===== src/rtl/sadm_pkg.sv =====
`timescale 1ns / 1ps

package sadm_pkg;

	// Memory geometry: words are split over an even and an odd bank
	localparam int unsigned MEM_WORDS  = 65536;
	localparam int unsigned BANK_DEPTH = (MEM_WORDS + 1) / 2;
	localparam int unsigned ROW_W      = (BANK_DEPTH > 1) ? $clog2(BANK_DEPTH) : 1;
	localparam int unsigned IDX_W      = 30;

	localparam logic       CMD_READ  = 1'b0;
	localparam logic       CMD_WRITE = 1'b1;

	localparam logic [3:0] SIZE_BYTE  = 4'd1;
	localparam logic [3:0] SIZE_HALF  = 4'd2;
	localparam logic [3:0] SIZE_WORD  = 4'd4;
	localparam logic [3:0] SIZE_DWORD = 4'd8;

	typedef enum logic [1:0] {
		ST_OK       = 2'd0,
		ST_BAD_SIZE = 2'd1,
		ST_RANGE    = 2'd2
	} status_t;

	typedef enum logic [1:0] {
		SK_BYTE,
		SK_HALF,
		SK_WORD,
		SK_DWORD
	} size_kind_t;

	// Per-request controls from the decoder to the banks and the result stage
	typedef struct packed {
		status_t             status;
		logic                is_read;
		size_kind_t          kind;
		logic                bank_sel;
		logic [1:0]          lane;
		logic [ROW_W-1:0]    row;
		logic [3:0]          be_even;
		logic [3:0]          be_odd;
		logic [31:0]         wdata_even;
		logic [31:0]         wdata_odd;
	} req_dec_t;

	// What the result stage needs to know about a request in flight
	typedef struct packed {
		status_t     status;
		logic        is_read;
		size_kind_t  kind;
		logic        bank_sel;
		logic [1:0]  lane;
	} resp_meta_t;

endpackage


===== src/rtl/sadm_format.sv =====
`timescale 1ns / 1ps

module sadm_format (
	input  sadm_pkg::resp_meta_t meta,
	input  logic [31:0]          even_word,
	input  logic [31:0]          odd_word,
	output logic [63:0]          read_data,
	output logic [1:0]           status
);
	import sadm_pkg::*;

	logic [31:0] word;
	logic [31:0] shifted;

	assign word    = meta.bank_sel ? odd_word : even_word;
	assign shifted = word >> {meta.lane, 3'b000};

	always_comb begin
		read_data = 64'd0;
		if (meta.is_read && (meta.status == ST_OK)) begin
			unique case (meta.kind)
				SK_BYTE:  read_data = {56'd0, shifted[7:0]};
				// halfwords ignore address bit 0
				SK_HALF:  read_data = meta.lane[1] ? {48'd0, word[31:16]} : {48'd0, word[15:0]};
				SK_WORD:  read_data = {32'd0, word};
				SK_DWORD: read_data = {odd_word, even_word};
				default:  read_data = 64'd0;
			endcase
		end
	end

	assign status = meta.status;

endmodule


===== config.mk =====
export PLATFORM = sky130hd
export DESIGN_NAME = sadm_format
export DESIGN_NICKNAME = d
export VERILOG_FILES = /design/src/rtl/sadm_pkg.sv /design/src/rtl/sadm_format.sv
export SDC_FILE = /design/constraint.sdc
export NUM_CORES = 1
export LEC_CHECK = 0
export BUFFER_PORTS_ARGS = -buffer_cell sky130_fd_sc_hd__clkbuf_2
export CORE_MARGIN = 2
export CORE_UTILIZATION = 39
export DETAILED_ROUTE_END_ITERATION = 8
export PLACE_DENSITY = 0.86
export SYNTH_ARGS = -nofsm -noshare
export SYNTH_HDL_FRONTEND = slang
export SYNTH_SLANG_ARGS = --single-unit

===== constraint.sdc =====
create_clock -name vclk -period 1.8
set_input_delay 0.36 -clock vclk [all_inputs]
set_output_delay 0.36 -clock vclk [all_outputs]
set_load 0.01 [all_outputs]

### Word level (Yosys, flattened, before mapping)

Index checks and enable logic that the tools add are counted.

* register bits after elaboration: 0
* input port bits: 72
* output and inout bits: 66
* word-level logic and storage cells: 11

* eq/ne operators: 3
* shifts and indexed selects: 1
* multiplexer cells: 4
* reduce and logical (&&, ||, !) cells: 3

Operators by type and width (count)
* 64-bit case mux with 4 select lines: 1
* 64-bit 2-to-1 mux: 1
* 32-bit 2-to-1 mux: 1
* 32-bit by 5-bit >> shifter with 8-bit output: 1
* 16-bit 2-to-1 mux: 1
* 2-bit equality test, second input constant: 2
* 2-bit zero test: 2
* 2-bit by 1-bit equality test with 1-bit output, second input constant: 1
* 1-bit logical AND: 1

### Longest topological paths before layout

Gate-level depths: netlist of run 1.

* word-level depth: 4
* gate-level depth with buffers: 6
* depth with buffers taken out: 4

### Worst setup path before layout of run 1

No wires, ideal clock.

* kind: input to output
* start point: in meta[1] (netlist name)
* end point: out read_data[11]
* arrival: 1.332 ns
* required time: 1.440 ns
* path slack: 0.108 ns
* cell stages on the path: 5
* buffers on the path: 2
* path through: buf_6 -> buf_6 -> mux4_2 -> nand2_1 -> a31oi_1

* word-level cells in the longest chain between the ends: 3

RTL lines
* from (decl): RTL line sadm_format.sv:4 `input sadm_pkg::resp_meta_t meta,`
* 16-bit 2-to-1 mux: RTL line sadm_format.sv:24 `SK_HALF: read_data = meta.lane[1] ? {48'd0, word[31:16]} : {48'd0, word[15:0]};`
* 64-bit case mux with 4 select lines: RTL line sadm_format.sv:21 `unique case (meta.kind)`
* 64-bit 2-to-1 mux: RTL line sadm_format.sv:20 `if (meta.is_read && (meta.status == ST_OK)) begin`
* to (decl): RTL line sadm_format.sv:7 `output logic [63:0] read_data,`

Every way passes these cells.

### Worst setup path after layout of run 1

* start point: in meta[2] (netlist name)
* end point: out read_data[3]

* word-level cells in the longest chain between the ends: 4
* elaborated cells between the ends (all ways): 5
* classes of those cells: 1 x shift; 4 x mux

RTL lines
* 32-bit 2-to-1 mux (*): RTL line sadm_format.sv:15 `assign word = meta.bank_sel ? odd_word : even_word;`
* 32-bit by 5-bit >> shifter with 8-bit output or 16-bit 2-to-1 mux (tied branches): RTL line sadm_format.sv:16, sadm_format.sv:24
* 64-bit case mux with 4 select lines (*): RTL line sadm_format.sv:21
* 64-bit 2-to-1 mux (*): RTL line sadm_format.sv:20

Mark *: on every way between the ends. The rest lies on a longest branch, timed or not.

==> results of run 1 <==
[worst max-delay path: stages]
cell	delay [ns]
clkbuf_16	0.14
buf_16	0.14
buf_12	0.14
mux4_2	0.30
a22oi_2	0.19
a21oi_1	0.08
clkbuf_2	0.14
[placed cells by master, fill, tap and decap left out, types with 3 or more instances in the layout]
master    count
nand2_1      48
clkbuf_2    125
a31oi_1       8
buf_12        3
mux4_2       12
buf_4        23
buf_6         7
nand3_1       9
a21oi_1      23
mux2_2        3
buf_2         9
and2_1       32
nor2_1        9
a22o_1        8
mux2_1        5
[worst min path at each step]
stage	startpoint	end	slack, ns	depth (start not counted)
global placement	meta[7]	status[1]	0.92	2
detailed placement	meta[6]	status[0]	0.92	2
CTS	meta[6]	status[0]	0.92	2
finish	meta[6]	status[0]	0.92	2
global route	meta[6]	status[0]	0.93	2
floorplan	meta[6]	status[0]	0.81	1
[per-stage QoR]
stage	util, %	cell area (um^2)
final	75.1	2560
after CTS	73.8	2520
after global routing	75.1	2560
after detailed placement	67.9	2320
after floorplan	-	1420
after global placement	67.9	2320
[metal layers]
layer  global-route usage, %  wire, um  up-vias
met5                       0         0        -
met4                    4.79        40        0
met3                    2.46       506        6
met2                    56.6      3270      121
met1                    31.4      2300      997
li1                        -         -     1066
[final cells by class]
type	instances	area (um^2)	area share (%)
tap	46	57.6	2.24
timing repair buffer	173	1100	42.8
multi-input combinational	185	1400	54.7
inverter	1	6.26	0.244
[where the power goes]
group / internal (mW) / leakage [nW] / switching (mW)
Combinational: 0.277 / 1.32 / 0.246
Sequential: 0 / 0 / 0
Clock: 0 / 0 / 0
Total: 0.277 / 1.32 / 0.246
[cell usage after synthesis (all sizes together)]
cell / number / area (um^2)
nand2: 49 / 184
and2: 33 / 206
a21oi: 24 / 120
buf: 13 / 90.1
mux4: 12 / 270
nor2: 10 / 37.5
clkbuf: 9 / 33.8
nand3: 9 / 45.0
a22o: 8 / 70.1
a31oi: 8 / 50.1
mux2: 8 / 90.1
a221oi: 4 / 35.0
a22oi: 4 / 30.0
mux2i: 4 / 40.0
nor4b: 4 / 53.8
nor2b: 3 / 18.8
nand2b: 2 / 12.5
and2b: 1 / 7.51
and3: 1 / 6.26
inv: 1 / 3.75
o31ai: 1 / 12.5
[cells by family after synthesis]
family,count (synthesis)
multiplexers,24
AO/OA/AOI/OAI,49
buffers and inverters,23
AND/OR/NAND/NOR,112
[repair_timing]
| action | in CTS | in global routing |
|---|---|---|
| setup endpoints to repair | 58 | 64 |
| pin swaps | 9 | 7 |
| buffers inserted | 0 | 0 |
| gates cloned | 2 | 1 |
| resized for setup | 36 | 23 |
==> out/results.ini, run 1 <==
[power]
power_density_mw_per_mm2=204
p_leak_nw=1.32
vdd_drop_max_uv=110
power_uw=523

[critical_path]
crit_end=read_data[3]
critPathLaunch=meta[2]
crit_arrival_ns=1.48
path_class=input pin to primary output
crit_required_ns=1.44
critPathLaunchType=input pin
end_kind=primary output
cp_max_fo=7

[yosys]
muxShareOfSynthArea_pct=28.2
synth-simple-area-share_pct=40.3
synth_area_mm2=0.00142
avgSynthCellArea_um2=6.82
synthAdderAreaFrac_pct=0
syn_nets=280
ys_seq_area_share_pct=0
synth_top_family_by_area=simple AND/OR/NAND/NOR gates
synthCells=208
netlist-cell-type-count=26
synth_xor_area_share_pct=0
synth-compound-area-share_pct=22.4
yosysWarnings=0

[drt]
via_per_inst=5.41
drc=0
vias=2190
drt_iter0_markers=115
drtPass1Iterations=4
wl_per_cell_um=15.1
routed_wl_um=6120
ant_nets=0

[place]
hpwl_um=4730
routabilityCongestion=0.804
pre_cts_ws_ns=-0.182
port_buffers=138
dp_cells=402

[die]
die_x_um=64.3
coreArea_mm2=0.00342
start_util_pct=41.5
fp.dieH_um=64.3
dieArea_mm2=0.00413
ios=138
fp-row-count=21

[sta]
hold_violations=0
rsz0062_at_grt=true
worst_slew_pin_slew_ns=0.264
fmax_mhz=542
fin_ws_ns=-0.0435
period_needed_ns=1.84
min_period_over_period_pct=102
finalSetupViolCount=5
tns_ns=-0.160
whs_ns=0.922
maxSlewViolCount=0
slew_headroom_pct=81.9

[finish]
clkbuf_count=0
layout.nets=433
nFillCells=260
finalNonFillerCells=405
syn_to_final_growth_pct=80.8
nFlopsAndLatches=0
seq_area_um2=0
diodes=0
drive_above_1_share_pct=58.8

[global_route]
gr-usage-all-layers_pct=27.9
grt_pass1_wl_um=9530
grt_pass1_vias=2156
grt_overflow=0
grt_max_degree=18
antenna_found_initial=0

[worst_hold_path]
hp-class=input pin to primary output

[status]
violations=setup timing
outcome=finished with violations

[clocking]
cts_hold_buf=0

[job]
maxCapViolations=0

Power figures use the tool's default switching activity.
==> run 2, diff against run 1 <==
--- a/config.mk
+++ b/config.mk
@@ -9,6 +9,7 @@
 export CORE_MARGIN = 2
 export CORE_UTILIZATION = 39
 export DETAILED_ROUTE_END_ITERATION = 8
+export GPL_TIMING_DRIVEN = 0
 export PLACE_DENSITY = 0.86
 export SYNTH_ARGS = -nofsm -noshare
 export SYNTH_HDL_FRONTEND = slang
==> run 2 against run 1 <==
Compared with the run above:
- the run still ends with setup timing left
- fmax decreased by 1.5%
- die area did not move
- highest routed layer unchanged
- sequential cell count unchanged
- cell count shrank 0.74%
- first-iteration DRC count increased by 23%
- worst hold slack better by 0.11 ns
- wire length rose by 9.8%
- global-route usage rose by 3.3 points
==> out/results.ini, run 2 (synthesis gave the netlist of run 1 again) <==
[sta]
hold_violations=0  ; unchanged
worst_slew_pin_slew_ns=0.432  ; +0.168 ns
finalSetupViolCount=7  ; +2
maxSlewViolCount=0  ; unchanged
fin_ws_ns=-0.0707  ; -0.0271 ns
slew_headroom_pct=70.8  ; -11 points
rsz0062_at_grt=true
min_period_over_period_pct=104  ; +1.5 points
tns_ns=-0.194  ; -0.0340 ns
period_needed_ns=1.87  ; +0.0271 ns
fmax_mhz=535  ; -1.5%

[drt]
vias=2259  ; +3.2%
drc=0  ; unchanged
routed_wl_um=6730  ; +9.8%
ant_nets=0  ; unchanged
via_per_inst=5.62  ; +3.9%
wl_per_cell_um=16.7  ; +11%
drtPass1Iterations=4  ; unchanged
drt_iter0_markers=142  ; +23%

[place]
dp_cells=391  ; -2.7%
hpwl_um=4820  ; +2.0%
routabilityCongestion=0.827  ; +2.9%
port_buffers=137  ; -0.72%
pre_cts_ws_ns=-0.325  ; -0.143 ns

[finish]
mostFrequentLayoutCells=clkbuf_2, nand2_1, and2_1, a21oi_1, buf_2
nFlopsAndLatches=0  ; unchanged
layout.cells.most_common=clkbuf_2
layout.nets=430  ; -0.69%
seq_area_um2=0  ; unchanged
nFillCells=260  ; unchanged
diodes=0  ; unchanged
clkbuf_count=0  ; unchanged
utilization_pct=76.6  ; +1.5 points
drive_above_1_share_pct=60.1  ; +1.3 points
finalNonFillerCells=402  ; -0.74%
syn_to_final_growth_pct=84.6

[critical_path]
crit_end=read_data[0]
critPathTopFamily=buffers and inverters
path_class=input pin to primary output
path_depth=6  ; -1
cp_slowest_cell=nor4b_1
critPathLaunch=meta[4]
cp_max_fo=10  ; +3
critPathLaunchType=input pin
max_stage_delay_ns=0.45  ; +0.15 ns
crit_buf_inv=3  ; -1
path_cells=clkbuf_2, buf_6, nor4b_1, a221oi_2, a21oi_1, clkbuf_2
crit_required_ns=1.44  ; about the same
end_kind=primary output
critPathMostFrequentCell=clkbuf_2
crit_arrival_ns=1.51  ; +0.03 ns

[die]
dieArea_mm2=0.00413  ; unchanged
ios=138  ; unchanged
die_x_um=64.3  ; unchanged
fp.dieH_um=64.3  ; unchanged
coreArea_mm2=0.00342  ; unchanged
start_util_pct=41.5  ; unchanged
fp-row-count=21  ; unchanged

[worst_hold_path]
min-delay-start=even_word[30]
hp-class=input pin to primary output

[power]
p_leak_nw=1.34  ; +1.6%
vdd_drop_max_uv=117  ; +6.0%
power_density_mw_per_mm2=210  ; +3.0%

[global_route]
grt_pass1_vias=2243  ; +4.0%
gr-usage-all-layers_pct=31.3  ; +3.3 points
antenna_found_initial=0  ; unchanged
grt_max_degree=11  ; -7
grt_pass1_wl_um=10400  ; +9.0%
grt_overflow=0  ; unchanged

[clocking]
cts_hold_buf=0  ; unchanged

[job]
maxCapViolations=0  ; unchanged

[status]
violations=setup timing
outcome=finished with violations

run 2: final cells by class:
class | count | area [um^2] | share of cell area, %
multi-input cells | 185 | 1460 | 55.9
plain buffers | 22 | 234 | 8.94
well taps | 46 | 57.6 | 2.20
repair buffers | 148 | 855 | 32.7
inverters | 1 | 8.76 | 0.335
run 2: how the worst min path moves through the flow:
stage | endpoint | slack, ns | cells after the start
after floorplan | status[0] | 0.81 | 1
after global placement | status[1] | 1.01 | 3
after detailed placement | status[0] | 1.02 | 3
after CTS | status[0] | 1.03 | 3
after global routing | read_data[48] | 1.05 | 3
final | read_data[30] | 1.03 | 4
run 2: per-layer routing:
layer / up-vias / part of all wire (%) / track usage, %
li1: 1051 / - / -
met1: 1067 / 38 / 36.5
met2: 129 / 52 / 58.6
met3: 12 / 8.0 / 4.23
met4: 0 / 1.5 / 9.57
met5: - / 0 / 0
run 2: report_power, final:
part	switching, mW	leakage (nW)	internal (mW)
Sequential	0	0	0
Combinational	0.263	1.34	0.286
Clock	0	0	0
run 2: metrics by stage:
stage               hold slack [ns]  area [um^2]  power, mW
global route                   1.05         2620      0.586
floorplan                     0.812         1420      0.241
detailed placement             1.02         2160      0.417
CTS                            1.03         2460      0.498
finish                         1.03         2620      0.549
global placement               1.01         2160      0.408
run 2: tightest hold or removal path, cell delays in order:
cell,delay (ns)
clkbuf_2,0.09
nand2_1,0.05
a21oi_1,0.05
clkbuf_2,0.12
run 2: timing repair:
item,CTS,global route
endpoints found under the setup margin,60,51
resized for setup,60,51
pin swaps,14,16
cloned,3,0
setup buffers,5,3
==> run 3, diff against run 2 <==
--- a/config.mk
+++ b/config.mk
@@ -6,7 +6,7 @@
 export NUM_CORES = 1
 export LEC_CHECK = 0
 export BUFFER_PORTS_ARGS = -buffer_cell sky130_fd_sc_hd__clkbuf_2
-export CORE_MARGIN = 2
+export CORE_MARGIN = 10
 export CORE_UTILIZATION = 39
 export DETAILED_ROUTE_END_ITERATION = 8
 export GPL_TIMING_DRIVEN = 0
==> run 3 against run 2 <==
Compared with the run above:
- the run still ends with setup timing left
- die area rose by 56%
- critical endpoint is now read_data[12]
- non-clock buffer count increased by 6
- first-iteration DRC count grew 70%
==> out/results.ini, run 3 (synthesis gave the netlist of run 1 again) <==
[drt]
routed_wl_um=8370  ; +24%
drc=0  ; unchanged
ant_nets=0  ; unchanged
via_per_inst=5.75  ; +2.2%
drt_iter0_markers=242  ; +70%
drtPass1Iterations=4  ; unchanged
vias=2344  ; +3.8%
wl_per_cell_um=20.5  ; +23%

[place]
routabilityCongestion=0.835  ; +0.98%
pre_cts_ws_ns=-0.313  ; +0.0129 ns
port_buffers=137  ; unchanged
dp_cells=391  ; unchanged
hpwl_um=5980  ; +24%

[sta]
finalSetupViolCount=13  ; +6
whs_ns=1.03  ; +0.00279 ns
slew_headroom_pct=73.7  ; +2.8 points
fmax_mhz=542  ; +1.4%
period_needed_ns=1.84  ; -0.0263 ns
rsz0062_at_grt=true
worst_slew_pin_slew_ns=0.394  ; -0.0381 ns
fin_ws_ns=-0.0444  ; +0.0263 ns
min_period_over_period_pct=102  ; -1.5 points
maxSlewViolCount=0  ; unchanged
hold_violations=0  ; unchanged

[finish]
nFillCells=272  ; +4.6%
clkbuf_count=0  ; unchanged
mostFrequentLayoutCells=clkbuf_2, nand2_1, and2_1, buf_2, a21oi_1
nFlopsAndLatches=0  ; unchanged
drive_above_1_share_pct=63.0  ; +2.9 points
layout.nets=436  ; +1.4%
multi_input_area_mm2=0.00147  ; +0.68%
diodes=0  ; unchanged
seq_area_um2=0  ; unchanged
layout.cells.most_common=clkbuf_2
finalNonFillerCells=408  ; +1.5%
syn_to_final_growth_pct=89.4

[global_route]
grt_max_degree=11  ; unchanged
grt_pass1_wl_um=12100  ; +17%
grt_pass1_vias=2446  ; +9.1%
gr-usage-all-layers_pct=22.9  ; -8.3 points
grt_overflow=0  ; unchanged
antenna_found_initial=0  ; unchanged

[worst_hold_path]
hold_depth=4  ; unchanged
min_to=read_data[30]
hp-class=input pin to primary output
min-delay-start=odd_word[30]

[clocking]
cts_hold_buf=0  ; unchanged

[critical_path]
path_cells=buf_12, buf_12, mux4_2, nand2_2, a31oi_2, buf_2
crit_arrival_ns=1.48  ; -0.03 ns
crit_required_ns=1.44  ; about the same
cp_slowest_cell=mux4_2
critPathTopFamily=multiplexers
path_class=input pin to primary output
crit_buf_inv=3  ; unchanged
cp_max_fo=8  ; -2
max_stage_delay_ns=0.54  ; +0.09 ns
critPathMostFrequentCell=buf_12
critPathLaunchType=input pin
end_kind=primary output

[die]
fp.dieH_um=80.3  ; +25%
fp-row-count=21  ; unchanged
die_x_um=80.3  ; +25%
coreArea_mm2=0.00342  ; unchanged
start_util_pct=41.5  ; unchanged
ios=138  ; unchanged
dieArea_mm2=0.00645  ; +56%

[power]
p_leak_nw=1.38  ; +3.0%
vdd_drop_max_uv=118  ; +1.1%
power_density_mw_per_mm2=214  ; +2.1%

[status]
outcome=finished with violations
violations=setup timing

[job]
maxCapViolations=0  ; unchanged

## run 3: timing repair
action | CTS | global route
setup endpoints to repair | 60 | 61
pin swaps | 14 | 20
resized for setup | 65 | 59
buffers inserted | 7 | 6
cloned | 3 | 1
## run 3: how the worst max path moves through the flow
stage,from,endpoint,slack [ns],depth (start not counted)
3_3_place_gp,meta[4],read_data[43],-0.29,6
5_1_grt,meta[3],read_data[0],-0.07,7
2_1_floorplan,meta[1],read_data[11],0.11,5
3_5_place_dp,meta[4],read_data[45],-0.31,6
6_report,meta[1],read_data[12],-0.04,6
4_1_cts,meta[3],read_data[5],-0.03,7
## run 3: tightest hold or removal path: stages
cell and delay, ns:
clkbuf_2 0.09, nand2_1 0.05, a21oi_1 0.05, clkbuf_2 0.12
## run 3: cell type report
| class | instances | share of cell area [%] |
|---|---|---|
| Timing Repair Buffer | 154 | 33.9 |
| Tap cell | 46 | 2.14 |
| Inverter | 1 | 0.326 |
| Multi-Input combinational cell | 185 | 54.8 |
| Buffer | 22 | 8.81 |
## run 3: per-stage QoR
| step | util (%) | cell area, um^2 | setup TNS (ns) | total power, mW |
|---|---|---|---|---|
| after CTS | 73.2 | 2500 | -0.138 | 0.508 |
| after global routing | 78.6 | 2690 | -0.765 | 0.611 |
| final | 78.6 | 2690 | -0.196 | 0.576 |
| after detailed placement | 63.3 | 2160 | -14.18 | 0.420 |
| after global placement | 63.3 | 2160 | -12.42 | 0.410 |
| after floorplan | - | 1420 | 0 | 0.241 |
## run 3: power by group
group          switching [mW]  leakage [nW]  internal (mW)
logic                   0.277          1.38          0.298
clock network               0             0              0
registers                   0             0              0
## run 3: layer usage
layer	vias to the layer above	GRT usage [%]	wire length, um
li1	1064	-	-
met1	1101	24.4	2960
met2	159	43.0	4260
met3	20	6.12	941
met4	0	6.34	212
met5	-	0	0
