### config.mk
export PLATFORM = sky130hd
export DESIGN_NAME = sadm_decode
export DESIGN_NICKNAME = d
export VERILOG_FILES = /design/src/rtl/sadm_pkg.sv /design/src/rtl/sadm_decode.sv
export SDC_FILE = /design/constraint.sdc
export NUM_CORES = 1
export LEC_CHECK = 0
export BUFFER_PORTS_ARGS = -buffer_cell sky130_fd_sc_hd__buf_2
export CAP_MARGIN = 20
export CORE_AREA = 5 5 72 74
export DETAILED_ROUTE_END_ITERATION = 6
export DIE_AREA = 0 0 77 79
export GPL_TIMING_DRIVEN = 0
export PLACE_DENSITY = 0.86
export SETUP_SLACK_MARGIN = 0.3
export SLEW_MARGIN = 40
export SYNTH_ARGS = -nofsm -noshare
export SYNTH_HDL_FRONTEND = slang
export SYNTH_SLANG_ARGS = --single-unit
### constraint.sdc
create_clock -name vclk -period 2.01
set_input_delay 0.1005 -clock vclk [all_inputs]
set_output_delay 0.1005 -clock vclk [all_outputs]
set_load 0.01 [all_outputs]
### src/rtl/sadm_pkg.sv
`timescale 1ns / 1ps

package sadm_pkg;

	// Memory geometry: words are split over an even and an odd bank
	localparam int unsigned MEM_WORDS  = 65536;
	localparam int unsigned BANK_DEPTH = (MEM_WORDS + 1) / 2;
	localparam int unsigned ROW_W      = (BANK_DEPTH > 1) ? $clog2(BANK_DEPTH) : 1;
	localparam int unsigned IDX_W      = 30;

	localparam logic       CMD_READ  = 1'b0;
	localparam logic       CMD_WRITE = 1'b1;

	localparam logic [3:0] SIZE_BYTE  = 4'd1;
	localparam logic [3:0] SIZE_HALF  = 4'd2;
	localparam logic [3:0] SIZE_WORD  = 4'd4;
	localparam logic [3:0] SIZE_DWORD = 4'd8;

	typedef enum logic [1:0] {
		ST_OK       = 2'd0,
		ST_BAD_SIZE = 2'd1,
		ST_RANGE    = 2'd2
	} status_t;

	typedef enum logic [1:0] {
		SK_BYTE,
		SK_HALF,
		SK_WORD,
		SK_DWORD
	} size_kind_t;

	// Per-request controls from the decoder to the banks and the result stage
	typedef struct packed {
		status_t             status;
		logic                is_read;
		size_kind_t          kind;
		logic                bank_sel;
		logic [1:0]          lane;
		logic [ROW_W-1:0]    row;
		logic [3:0]          be_even;
		logic [3:0]          be_odd;
		logic [31:0]         wdata_even;
		logic [31:0]         wdata_odd;
	} req_dec_t;

	// What the result stage needs to know about a request in flight
	typedef struct packed {
		status_t     status;
		logic        is_read;
		size_kind_t  kind;
		logic        bank_sel;
		logic [1:0]  lane;
	} resp_meta_t;

endpackage

### src/rtl/sadm_decode.sv
`timescale 1ns / 1ps

module sadm_decode (
	input  logic               cmd,
	input  logic [31:0]        byte_address,
	input  logic [3:0]         access_size,
	input  logic [63:0]        write_data,
	output sadm_pkg::req_dec_t dec
);
	import sadm_pkg::*;

	logic [IDX_W-1:0] idx;
	logic [IDX_W:0]   last_word;
	logic             size_ok;
	size_kind_t       kind;
	status_t          status;
	logic             do_write;
	logic [3:0]       be_word;
	logic [31:0]      wdata_word;

	assign idx = byte_address[31:2];

	always_comb begin
		size_ok = 1'b1;
		kind    = SK_BYTE;
		unique case (access_size)
			SIZE_BYTE:  kind = SK_BYTE;
			SIZE_HALF:  kind = SK_HALF;
			SIZE_WORD:  kind = SK_WORD;
			SIZE_DWORD: kind = SK_DWORD;
			default:    size_ok = 1'b0;
		endcase
	end

	// A doubleword touches the odd word of its pair last
	assign last_word = (kind == SK_DWORD) ? {1'b0, idx[IDX_W-1:1], 1'b1} : {1'b0, idx};

	always_comb begin
		priority if (!size_ok) begin
			status = ST_BAD_SIZE;
		end else if (last_word >= (IDX_W+1)'(MEM_WORDS)) begin
			status = ST_RANGE;
		end else begin
			status = ST_OK;
		end
	end

	assign do_write = (cmd == CMD_WRITE) && (status == ST_OK);

	// Place narrow store data on its lanes
	always_comb begin
		unique case (kind)
			SK_BYTE: begin
				be_word    = 4'b0001 << byte_address[1:0];
				wdata_word = {4{write_data[7:0]}};
			end
			SK_HALF: begin
				be_word    = byte_address[1] ? 4'b1100 : 4'b0011;
				wdata_word = {2{write_data[15:0]}};
			end
			default: begin
				be_word    = 4'b1111;
				wdata_word = write_data[31:0];
			end
		endcase
	end

	always_comb begin
		dec.status     = status;
		dec.is_read    = (cmd == CMD_READ);
		dec.kind       = kind;
		dec.bank_sel   = idx[0];
		dec.lane       = byte_address[1:0];
		dec.row        = idx[ROW_W:1];
		dec.be_even    = 4'b0000;
		dec.be_odd     = 4'b0000;
		dec.wdata_even = wdata_word;
		dec.wdata_odd  = wdata_word;
		if (do_write) begin
			if (kind == SK_DWORD) begin
				dec.be_even   = 4'b1111;
				dec.be_odd    = 4'b1111;
				dec.wdata_odd = write_data[63:32];
			end else if (idx[0]) begin
				dec.be_odd  = be_word;
			end else begin
				dec.be_even = be_word;
			end
		end
	end

endmodule

After elaboration in Yosys (flattened, before gate mapping)

Cells that the tools add are included.

Word-level logic and storage cells: 27
Register bits after elaboration: 0

Bitwise operators: 1
Shift operators: 1
Reductions and logical operators: 4
Multiplexer cells: 14
Equality and inequality tests: 6
Order comparisons: 1

Operator list:

| operator             | number |
|---|---|
| $mux 32              | 2 |
| $pmux 32 s2          | 1 |
| $ge 30x17->1 const B | 1 |
| $mux 8               | 2 |
| $mux 4               | 3 |
| $pmux 4 s2           | 1 |
| $pmux 2 s3           | 1 |
| $eq 4x1->1 const B   | 1 |
| $eq 4x2->1 const B   | 1 |
| $eq 4x3->1 const B   | 1 |
| $eq 4x4->1 const B   | 1 |
| $logic_not 2->1      | 2 |
| $mux 2               | 2 |
| $reduce_or 4->1      | 1 |
| $shl 1x2->4 const A  | 1 |
| $eq 2x1->1 const B   | 1 |
| $eq 2x2->1 const B   | 1 |
| $mux 1               | 2 |
| $logic_and 1x1->1    | 1 |
| $not 1->1            | 1 |

Logic depth before layout (Yosys ltp)

Gate-level depths: netlist of run 1.

Depth in word-level cells: 10
Depth in mapped cells: 6

Worst setup path after synthesis of run 1

No wires, ideal clock.

Path kind: input to output
Start: input port access_size[0]
End: output port dec[65] in the netlist's numbering
Stages on the path: 5
Setup slack: 0.427 ns
Arrival time: 1.483 ns
Path through: nor4b_4 -> clkbuf_1 -> a211oi_1 -> nand3b_1 -> a211oi_1

RTL lines:

| what            | RTL line         | RTL |
|---|---|---|
| start, declared | sadm_decode.sv:6 | `input logic [3:0] access_size,` |
| end, declared   | sadm_decode.sv:8 | `output sadm_pkg::req_dec_t dec` |

==> results.py, run 1 <==
metrics = {
    "outcome": {
        "status": "completed",
    },
    "min_path": {
        "hold_start": "byte_address[12]",
        "whs_path_depth": 2,
        "min_to": "dec[81]",
        "hold_path_class": "in -> out",
    },
    "global_route": {
        "grt_max_degree": 11,
        "grt_usage_pct": 19.0,
        "grt_pass1_vias": 1933,
        "antenna_found_initial": 0,
        "gr-total-overflow": 0,
        "grt_pass1_wl_mm": 9.74,
    },
    "finish": {
        "layout_common_cells": "148 x buf_2, 44 x buf_4, 37 x buf_6, 36 x mux2_4, 12 x mux2_2",
        "antenna_cells": 0,
        "layout_commonest_cell": "buf_2",
        "final_nets": 450,
        "regArea_sq_um": 0,
        "syn_to_final_growth_pct": 152,
        "finalNonFillerCells": 401,
        "num-fill-cells": 372,
        "multi_input_area_sq_um": 1150,
        "nClkBuffers": 0,
        "drive_above_1_share_pct": 88.8,
        "seq_cells": 0,
    },
    "synth": {
        "synth_xor_area_share_pct": 0.747,
        "yosys.area.top_type": "mux2_2",
        "synth_area_sq_um": 1170,
        "synthCells": 140,
        "synthSimpleGateAreaFrac_pct": 16.6,
        "yosys-top-cells-area": "mux2_2 43%, buf_4 17%, a221o_1 6.8%",
        "synth_nets": 241,
        "synth_fa_ha_area_share_pct": 0,
        "synth_compound_area_share_pct": 14.2,
        "synth_warnings": 0,
        "ys_seq_area_share_pct": 0,
        "post-synth-top-area-fraction_pct": 43.2,
        "synth_mux_area_share_pct": 46.7,
        "synth_top_family_by_area": "multiplexers",
        "avgSynthCellArea_sq_um": 8.37,
        "ys_types": 27,
    },
    "placement": {
        "place.gp.congestion": 0.829,
        "dp_cells": 375,
        "pre_cts_ws_ps": -210,
        "dp_hpwl_mm": 5.14,
        "port_buffers": 181,
    },
    "power": {
        "p_leak_uw": 0.00160,
        "power_uw": 679,
        "ir_worst_vdd_uv": 139,
        "powerDensity_nw_per_um2": 229,
    },
    "worst_setup_path": {
        "end_kind": "primary output",
        "crit_arrival_ps": 1700,
        "cp-start-kind": "input port",
        "crit_fanout": 5,
        "required_ps": 1910,
        "worstSetupPathType": "in -> out",
    },
    "sta": {
        "rsz0062_at_grt": "true",
        "relSlewSlack_pct": 68.4,
        "min_period_ps": 1800,
        "timing.fmax_mhz": 556,
        "timing.final.crit_share_pct": 89.5,
        "fin_ws_ps": 210,
        "whs_ps": 386,
        "setup_viol": 0,
        "hold_viol": 0,
        "maxSlewViolCount": 0,
        "worst_slew_pin_slew_ps": 472,
    },
    "routing": {
        "dr.pass1.iters": 4,
        "num_vias": 1954,
        "viasPerCell": 4.87,
        "postRouteAntennaNets": 0,
        "drt_iter0_drc": 54,
        "drc_errors": 0,
        "routed_wl_mm": 7.64,
        "post_drt_wl_per_cell_um": 19.0,
    },
    "floorplan": {
        "initial_core_util_pct": 25.8,
        "die-area_sq_um": 6080,
        "io_pins": 196,
        "core_area_sq_um": 4540,
        "die_h_um": 79,
        "die_x_um": 77,
        "num_rows": 25,
    },
    "clocking": {
        "hold_buffers": 0,
    },
    "run": {
        "max_cap_viol_count": 0,
    },
}
## worst max-delay path: stages
cell	delay (ps)
buf_12	110
nor4b_4	370
buf_4	190
a21oi_4	50
buf_6	150
a221o_1	320
mux2_2	270
buf_2	140
## cell usage after synthesis, types with 2 or more instances
cell type	instances
a211oi_1	3
a21oi_1	7
a221o_1	8
and2_1	8
buf_2	5
buf_4	26
clkbuf_1	2
inv_1	4
mux2_2	45
mux2_4	2
nand2_1	3
nor2_1	6
nor3_1	2
nor4_1	3
o21ai_0	4
## report_power, final
group	internal, uW	leakage, uW	switching (uW)	total [uW]
Clock	0	0	0	0
Sequential	0	0	0	0
Combinational	393	0.00160	286	679
## repair_timing
action                                  in CTS  in global routing
endpoints found under the setup margin      49                 41
buffers inserted                            11                 10
pin swaps                                    6                  9
cloned                                       2                  3
resized for setup                           45                 80
endpoints found under the hold margin        0                  0
## per-layer routing
layer	GRT usage (%)	wire length [um]	vias up	share of wire, %
met1	21.9	2730	926	36
li1	-	-	909	-
met3	3.06	521	13	6.8
met4	1.72	128	0	1.7
met2	37.8	4260	106	56
met5	0	0	-	0
## stage by stage
stage / area, sq um / utilization [%] / TNS [ps]
after floorplan: 1170 / - / 0
after global placement: 2150 / 47.3 / -1960
after detailed placement: 2150 / 47.3 / -2060
after CTS: 2450 / 54.1 / 0
after global routing: 2960 / 65.2 / 0
final: 2960 / 65.2 / 0
## logic make-up after synthesis
family / Yosys count
XOR/XNOR: 1
AND/OR/NAND/NOR: 30
AO/OA/AOI/OAI: 23
buffers and inverters: 38
multiplexers: 48
## final cells by class
type	count	area share [%]
tap	54	2.28
timing repair buffer	207	47.5
multi-input combinational	102	39.0
buffer	34	10.7
inverter	4	0.507
## worst max path at each step
stage                              start      end  slack, ps  cells after the start
after global routing      access_size[2]  dec[28]        150                      8
after floorplan           access_size[0]  dec[65]        430                      5
after CTS                 access_size[3]  dec[31]        200                      8
after global placement    access_size[0]  dec[66]       -220                      7
after detailed placement  access_size[0]  dec[66]       -210                      7
final                     access_size[2]  dec[28]        210                      8
(Power assumes the default switching activity.)
==> run 2, diff against run 1 <==
--- a/config.mk
+++ b/config.mk
@@ -7,11 +7,11 @@
 export LEC_CHECK = 0
 export BUFFER_PORTS_ARGS = -buffer_cell sky130_fd_sc_hd__buf_2
 export CAP_MARGIN = 20
-export CORE_AREA = 5 5 72 74
+export CORE_AREA = 5 5 74 76
 export DETAILED_ROUTE_END_ITERATION = 6
-export DIE_AREA = 0 0 77 79
+export DIE_AREA = 0 0 79 81
 export GPL_TIMING_DRIVEN = 0
-export PLACE_DENSITY = 0.86
+export PLACE_DENSITY = 0.82
 export SETUP_SLACK_MARGIN = 0.3
 export SLEW_MARGIN = 40
 export SYNTH_ARGS = -nofsm -noshare
==> constraint.sdc (replaced) <==
create_clock -name vclk -period 2.1
set_input_delay 0.105 -clock vclk [all_inputs]
set_output_delay 0.105 -clock vclk [all_outputs]
set_load 0.01 [all_outputs]
==> results.py, run 2 (synthesis gave the netlist of run 1 again) <==
metrics = {
    "finish": {
        "nClkBuffers": 0,
        "antenna_cells": 0,
        "design_area_sq_um": 2710,
        "seq_cells": 0,
        "final_nets": 443,
        "syn_to_final_growth_pct": 131,
        "layout_common_cells": "157 x buf_2, 42 x buf_4, 29 x mux2_2, 26 x buf_6, 19 x mux2_4",
        "drive_above_1_share_pct": 85.9,
        "regArea_sq_um": 0,
        "layout_commonest_cell": "buf_2",
    },
    "global_route": {
        "grt_usage_pct": 17.4,
        "grt_pass1_wl_mm": 9.05,
        "antenna_found_initial": 0,
        "grt_pass1_vias": 1829,
        "gr-total-overflow": 0,
        "grt_max_degree": 11,
    },
    "worst_setup_path": {
        "end_kind": "primary output",
        "worstPathCellList": "buf_12 > nor4b_4 > buf_4 > a21oi_4 > buf_6 > a221o_1 > mux2_4 > buf_6",
        "cp-start-kind": "input port",
        "crit_fanout": 5,
        "critPathMaxStageDelay_ps": 360,
        "cpMostUsedCell": "buf_6",
        "crit_arrival_ps": 1710,
        "worstSetupPathType": "in -> out",
        "slowest_stage": "nor4b_4",
        "required_ps": 2000,
    },
    "floorplan": {
        "core_area_sq_um": 4660,
        "initial_core_util_pct": 25.2,
        "io_pins": 196,
        "die_x_um": 79,
        "die_h_um": 81,
        "num_rows": 25,
        "die-area_sq_um": 6400,
    },
    "sta": {
        "hold_viol": 0,
        "relSlewSlack_pct": 73.0,
        "whs_ps": 395,
        "timing.final.crit_share_pct": 86.3,
        "worst_slew_pin_slew_ps": 400,
        "setup_viol": 0,
        "timing.fmax_mhz": 552,
        "min_period_ps": 1810,
        "maxSlewViolCount": 0,
        "rsz0062_at_grt": "true",
    },
    "routing": {
        "post_drt_wl_per_cell_um": 18.0,
        "routed_wl_mm": 7.09,
        "drt_iter0_drc": 49,
        "postRouteAntennaNets": 0,
        "dr.pass1.iters": 4,
        "drc_errors": 0,
        "viasPerCell": 4.72,
        "num_vias": 1858,
    },
    "power": {
        "ir_worst_vdd_uv": 121,
        "p_leak_uw": 0.00147,
        "powerDensity_nw_per_um2": 214,
        "power_uw": 580,
    },
    "run": {
        "max_cap_viol_count": 0,
    },
    "placement": {
        "place.gp.congestion": 0.868,
        "port_buffers": 181,
        "placed_area_sq_um": 2150,
        "dp_hpwl_mm": 5.23,
    },
    "outcome": {
        "status": "completed",
    },
    "clocking": {
        "hold_buffers": 0,
    },
    "min_path": {
        "hold_path_class": "in -> out",
    },
}
## run 2: layout make-up
type,count,area [sq um]
buffer,34,310
fill,422,1950
inverter,4,15.0
multi-input combinational,102,1050
tap,54,67.6
timing repair buffer,200,1270
## run 2: worst max-delay path: cells and delay by family
| family | cells | cell delay [ps] |
|---|---|---|
| buffers and inverters | 4 | 570 |
| AOI/OAI and AO/OA | 2 | 380 |
| and+or+nand+nor | 1 | 360 |
| muxes | 1 | 290 |
## run 2: worst paths after layout
check / to / slack (ps) / cells past startpoint / from
max: dec[27] / 290 / 8 / access_size[2]
min: dec[81] / 390 / 2 / byte_address[12]
## run 2: where the power goes
group	switching, uW	internal (uW)	leakage (uW)
combinational	251	329	0.00147
sequential	0	0	0
clock	0	0	0
total	251	329	0.00147
## run 2: per-stage QoR
step           util [%]  TNS (ps)  instances  setup slack (ps)
3_5_place_dp       46.0      -512        375             -96.3
5_1_grt            58.2         0        394               195
3_3_place_gp       46.0      -240        375             -96.7
4_1_cts            49.8         0        387               279
6_report           58.2         0        394               287
2_1_floorplan         -         0        140               508
## run 2: what timing repair did
| action | 4_1_cts | 5_1_grt |
|---|---|---|
| setup endpoints to repair | 40 | 38 |
| gates resized for setup | 24 | 60 |
| buffers inserted | 11 | 4 |
| pin swaps | 3 | 6 |
| cloned | 1 | 3 |
| endpoints found under the hold margin | 0 | 0 |
## run 2: per-layer routing
layer  vias up  GRT usage, %  share of wire (%)
met5         -             0                  0
li1        895             -                  -
met3         2          2.11                7.1
met2        94          34.5                 56
met1       867          20.9                 37
met4         0          1.03               0.31
==> run 3, diff against run 2 <==
--- a/config.mk
+++ b/config.mk
@@ -6,12 +6,14 @@
 export NUM_CORES = 1
 export LEC_CHECK = 0
 export BUFFER_PORTS_ARGS = -buffer_cell sky130_fd_sc_hd__buf_2
-export CAP_MARGIN = 20
-export CORE_AREA = 5 5 74 76
+export CELL_PAD_IN_SITES_DETAIL_PLACEMENT = 1
+export CELL_PAD_IN_SITES_GLOBAL_PLACEMENT = 2
+export CORE_AREA = 5 5 78 134
 export DETAILED_ROUTE_END_ITERATION = 6
-export DIE_AREA = 0 0 79 81
+export DIE_AREA = 0 0 83 139
 export GPL_TIMING_DRIVEN = 0
-export PLACE_DENSITY = 0.82
+export PLACE_DENSITY = 0.95
+export RECOVER_POWER = 100
 export SETUP_SLACK_MARGIN = 0.3
 export SLEW_MARGIN = 40
 export SYNTH_ARGS = -nofsm -noshare
==> results.py, run 3 (synthesis gave the netlist of run 1 again) <==
metrics = {
    "outcome": {
        "status": "completed",
    },
    "global_route": {
        "antenna_found_initial": 0,
        "grt_pass1_wl_mm": 11.5,
        "grt_pass1_vias": 2169,
        "use_met3_pct": 3.63,
        "gr-total-overflow": 0,
        "met2_usage_pct": 25.2,
        "grt_usage_pct": 12.2,
        "grt_use_met1_pct": 11.6,
        "grt_max_degree": 11,
        "busiest_layer": "met2",
    },
    "power": {
        "ir_worst_vdd_uv": 65.6,
        "powerDensity_nw_per_um2": 219,
        "p_leak_uw": 0.00139,
    },
    "finish": {
        "finalNonFillerCells": 456,
        "drive_above_1_share_pct": 71.3,
        "final_nets": 437,
        "seq_cells": 0,
        "syn_to_final_growth_pct": 144,
        "num-fill-cells": 1158,
        "layout_common_cells": "99 x buf_2, 49 x clkbuf_1, 39 x buf_6, 38 x mux2_4, 31 x buf_4",
        "utilization_pct": 30.7,
        "layout_commonest_cell": "buf_2",
        "antenna_cells": 0,
        "regArea_sq_um": 0,
        "design_area_sq_um": 2860,
        "multi_input_area_sq_um": 1130,
        "nClkBuffers": 0,
    },
    "sta": {
        "maxSlewViolCount": 0,
        "fin_tns_setup_ps": 0,
        "min_period_ps": 1900,
        "relSlewSlack_pct": 71.8,
        "worst_slew_pin_slew_ps": 420,
        "setup_viol": 0,
        "fin_ws_ps": 196,
        "timing.fmax_mhz": 525,
        "rsz0062_at_grt": "true",
        "hold_viol": 0,
        "timing.final.crit_share_pct": 90.7,
    },
    "min_path": {
        "min_to": "dec[72]",
        "whs_path_depth": 2,
        "hold_start": "byte_address[3]",
        "hold_path_class": "in -> out",
    },
    "worst_setup_path": {
        "crit_path_start": "access_size[0]",
        "cp-start-kind": "input port",
        "required_ps": 2000,
        "crit_fanout": 10,
        "crit_arrival_ps": 1800,
        "end_kind": "primary output",
        "worstSetupPathType": "in -> out",
    },
    "run": {
        "max_cap_viol_count": 0,
    },
    "routing": {
        "num_vias": 1961,
        "drc_errors": 0,
        "drt_iter0_drc": 37,
        "routed_wl_mm": 9.00,
        "postRouteAntennaNets": 0,
        "viasPerCell": 4.30,
        "dr.pass1.iters": 4,
        "post_drt_wl_per_cell_um": 19.7,
    },
    "floorplan": {
        "die-area_sq_um": 11500,
        "io_pins": 196,
        "die_h_um": 139,
        "core_area_sq_um": 9290,
        "die_x_um": 83,
        "num_rows": 47,
        "initial_core_util_pct": 12.6,
    },
    "placement": {
        "dp_cells": 443,
        "place.gp.congestion": 0.820,
        "placed_area_sq_um": 2230,
        "dp_hpwl_mm": 6.51,
        "port_buffers": 181,
        "pre_cts_ws_ps": -302,
    },
}
-- run 3: cell types whose count changed in the layout (fill, tap and decap cells not counted), moves of 11 or more --
cell      change
buf_6        +13
mux2_2       -20
mux2_4       +19
clkbuf_1     +49
buf_2        -58
buf_4        -11
-- run 3: worst max-delay path by stage --
| stage | end | cells after the start |
|---|---|---|
| global route | dec[23] | 8 |
| detailed placement | dec[67] | 7 |
| finish | dec[23] | 8 |
| CTS | dec[7] | 8 |
| global placement | dec[65] | 7 |
| floorplan | dec[65] | 5 |
-- run 3: critical path, cell delays in order --
cell and delay (ps):
buf_2 150, nor2_1 290, nand2_2 150, inv_1 130, buf_8 160, mux2_2 390, mux2_4 290, buf_6 130
-- run 3: cell type report --
class	count	share of cell area, %
Buffer	34	11.0
Multi-Input combinational cell	102	39.6
Inverter	4	0.526
Timing Repair Buffer	194	43.5
Tap cell	122	5.34
-- run 3: routing by layer --
layer / share of wire [%] / routed length, um
met1: 34 / 3050
met2: 56 / 5060
met3: 7.9 / 715
met4: 2.0 / 177
met5: 0 / 0
-- run 3: through the flow --
stage | hold slack [ps] | total power [uW]
floorplan | 254 | 246
global placement | 397 | 484
detailed placement | 397 | 496
CTS | 397 | 522
global route | 431 | 673
finish | 421 | 626
-- run 3: timing repair --
item / 4_1_cts / 5_1_grt
buffers inserted: 7 / 2
gates cloned: 0 / 4
pin swaps: 3 / 8
setup endpoints to repair: 54 / 39
gates resized for setup: 31 / 97
hold buffers: 0 / 0
hold endpoints to repair: 0 / 0
-- run 3: report_power, final --
part / total [uW] / internal (uW) / switching, uW
Sequential: 0 / 0 / 0
Combinational: 626 / 351 / 274
Clock: 0 / 0 / 0
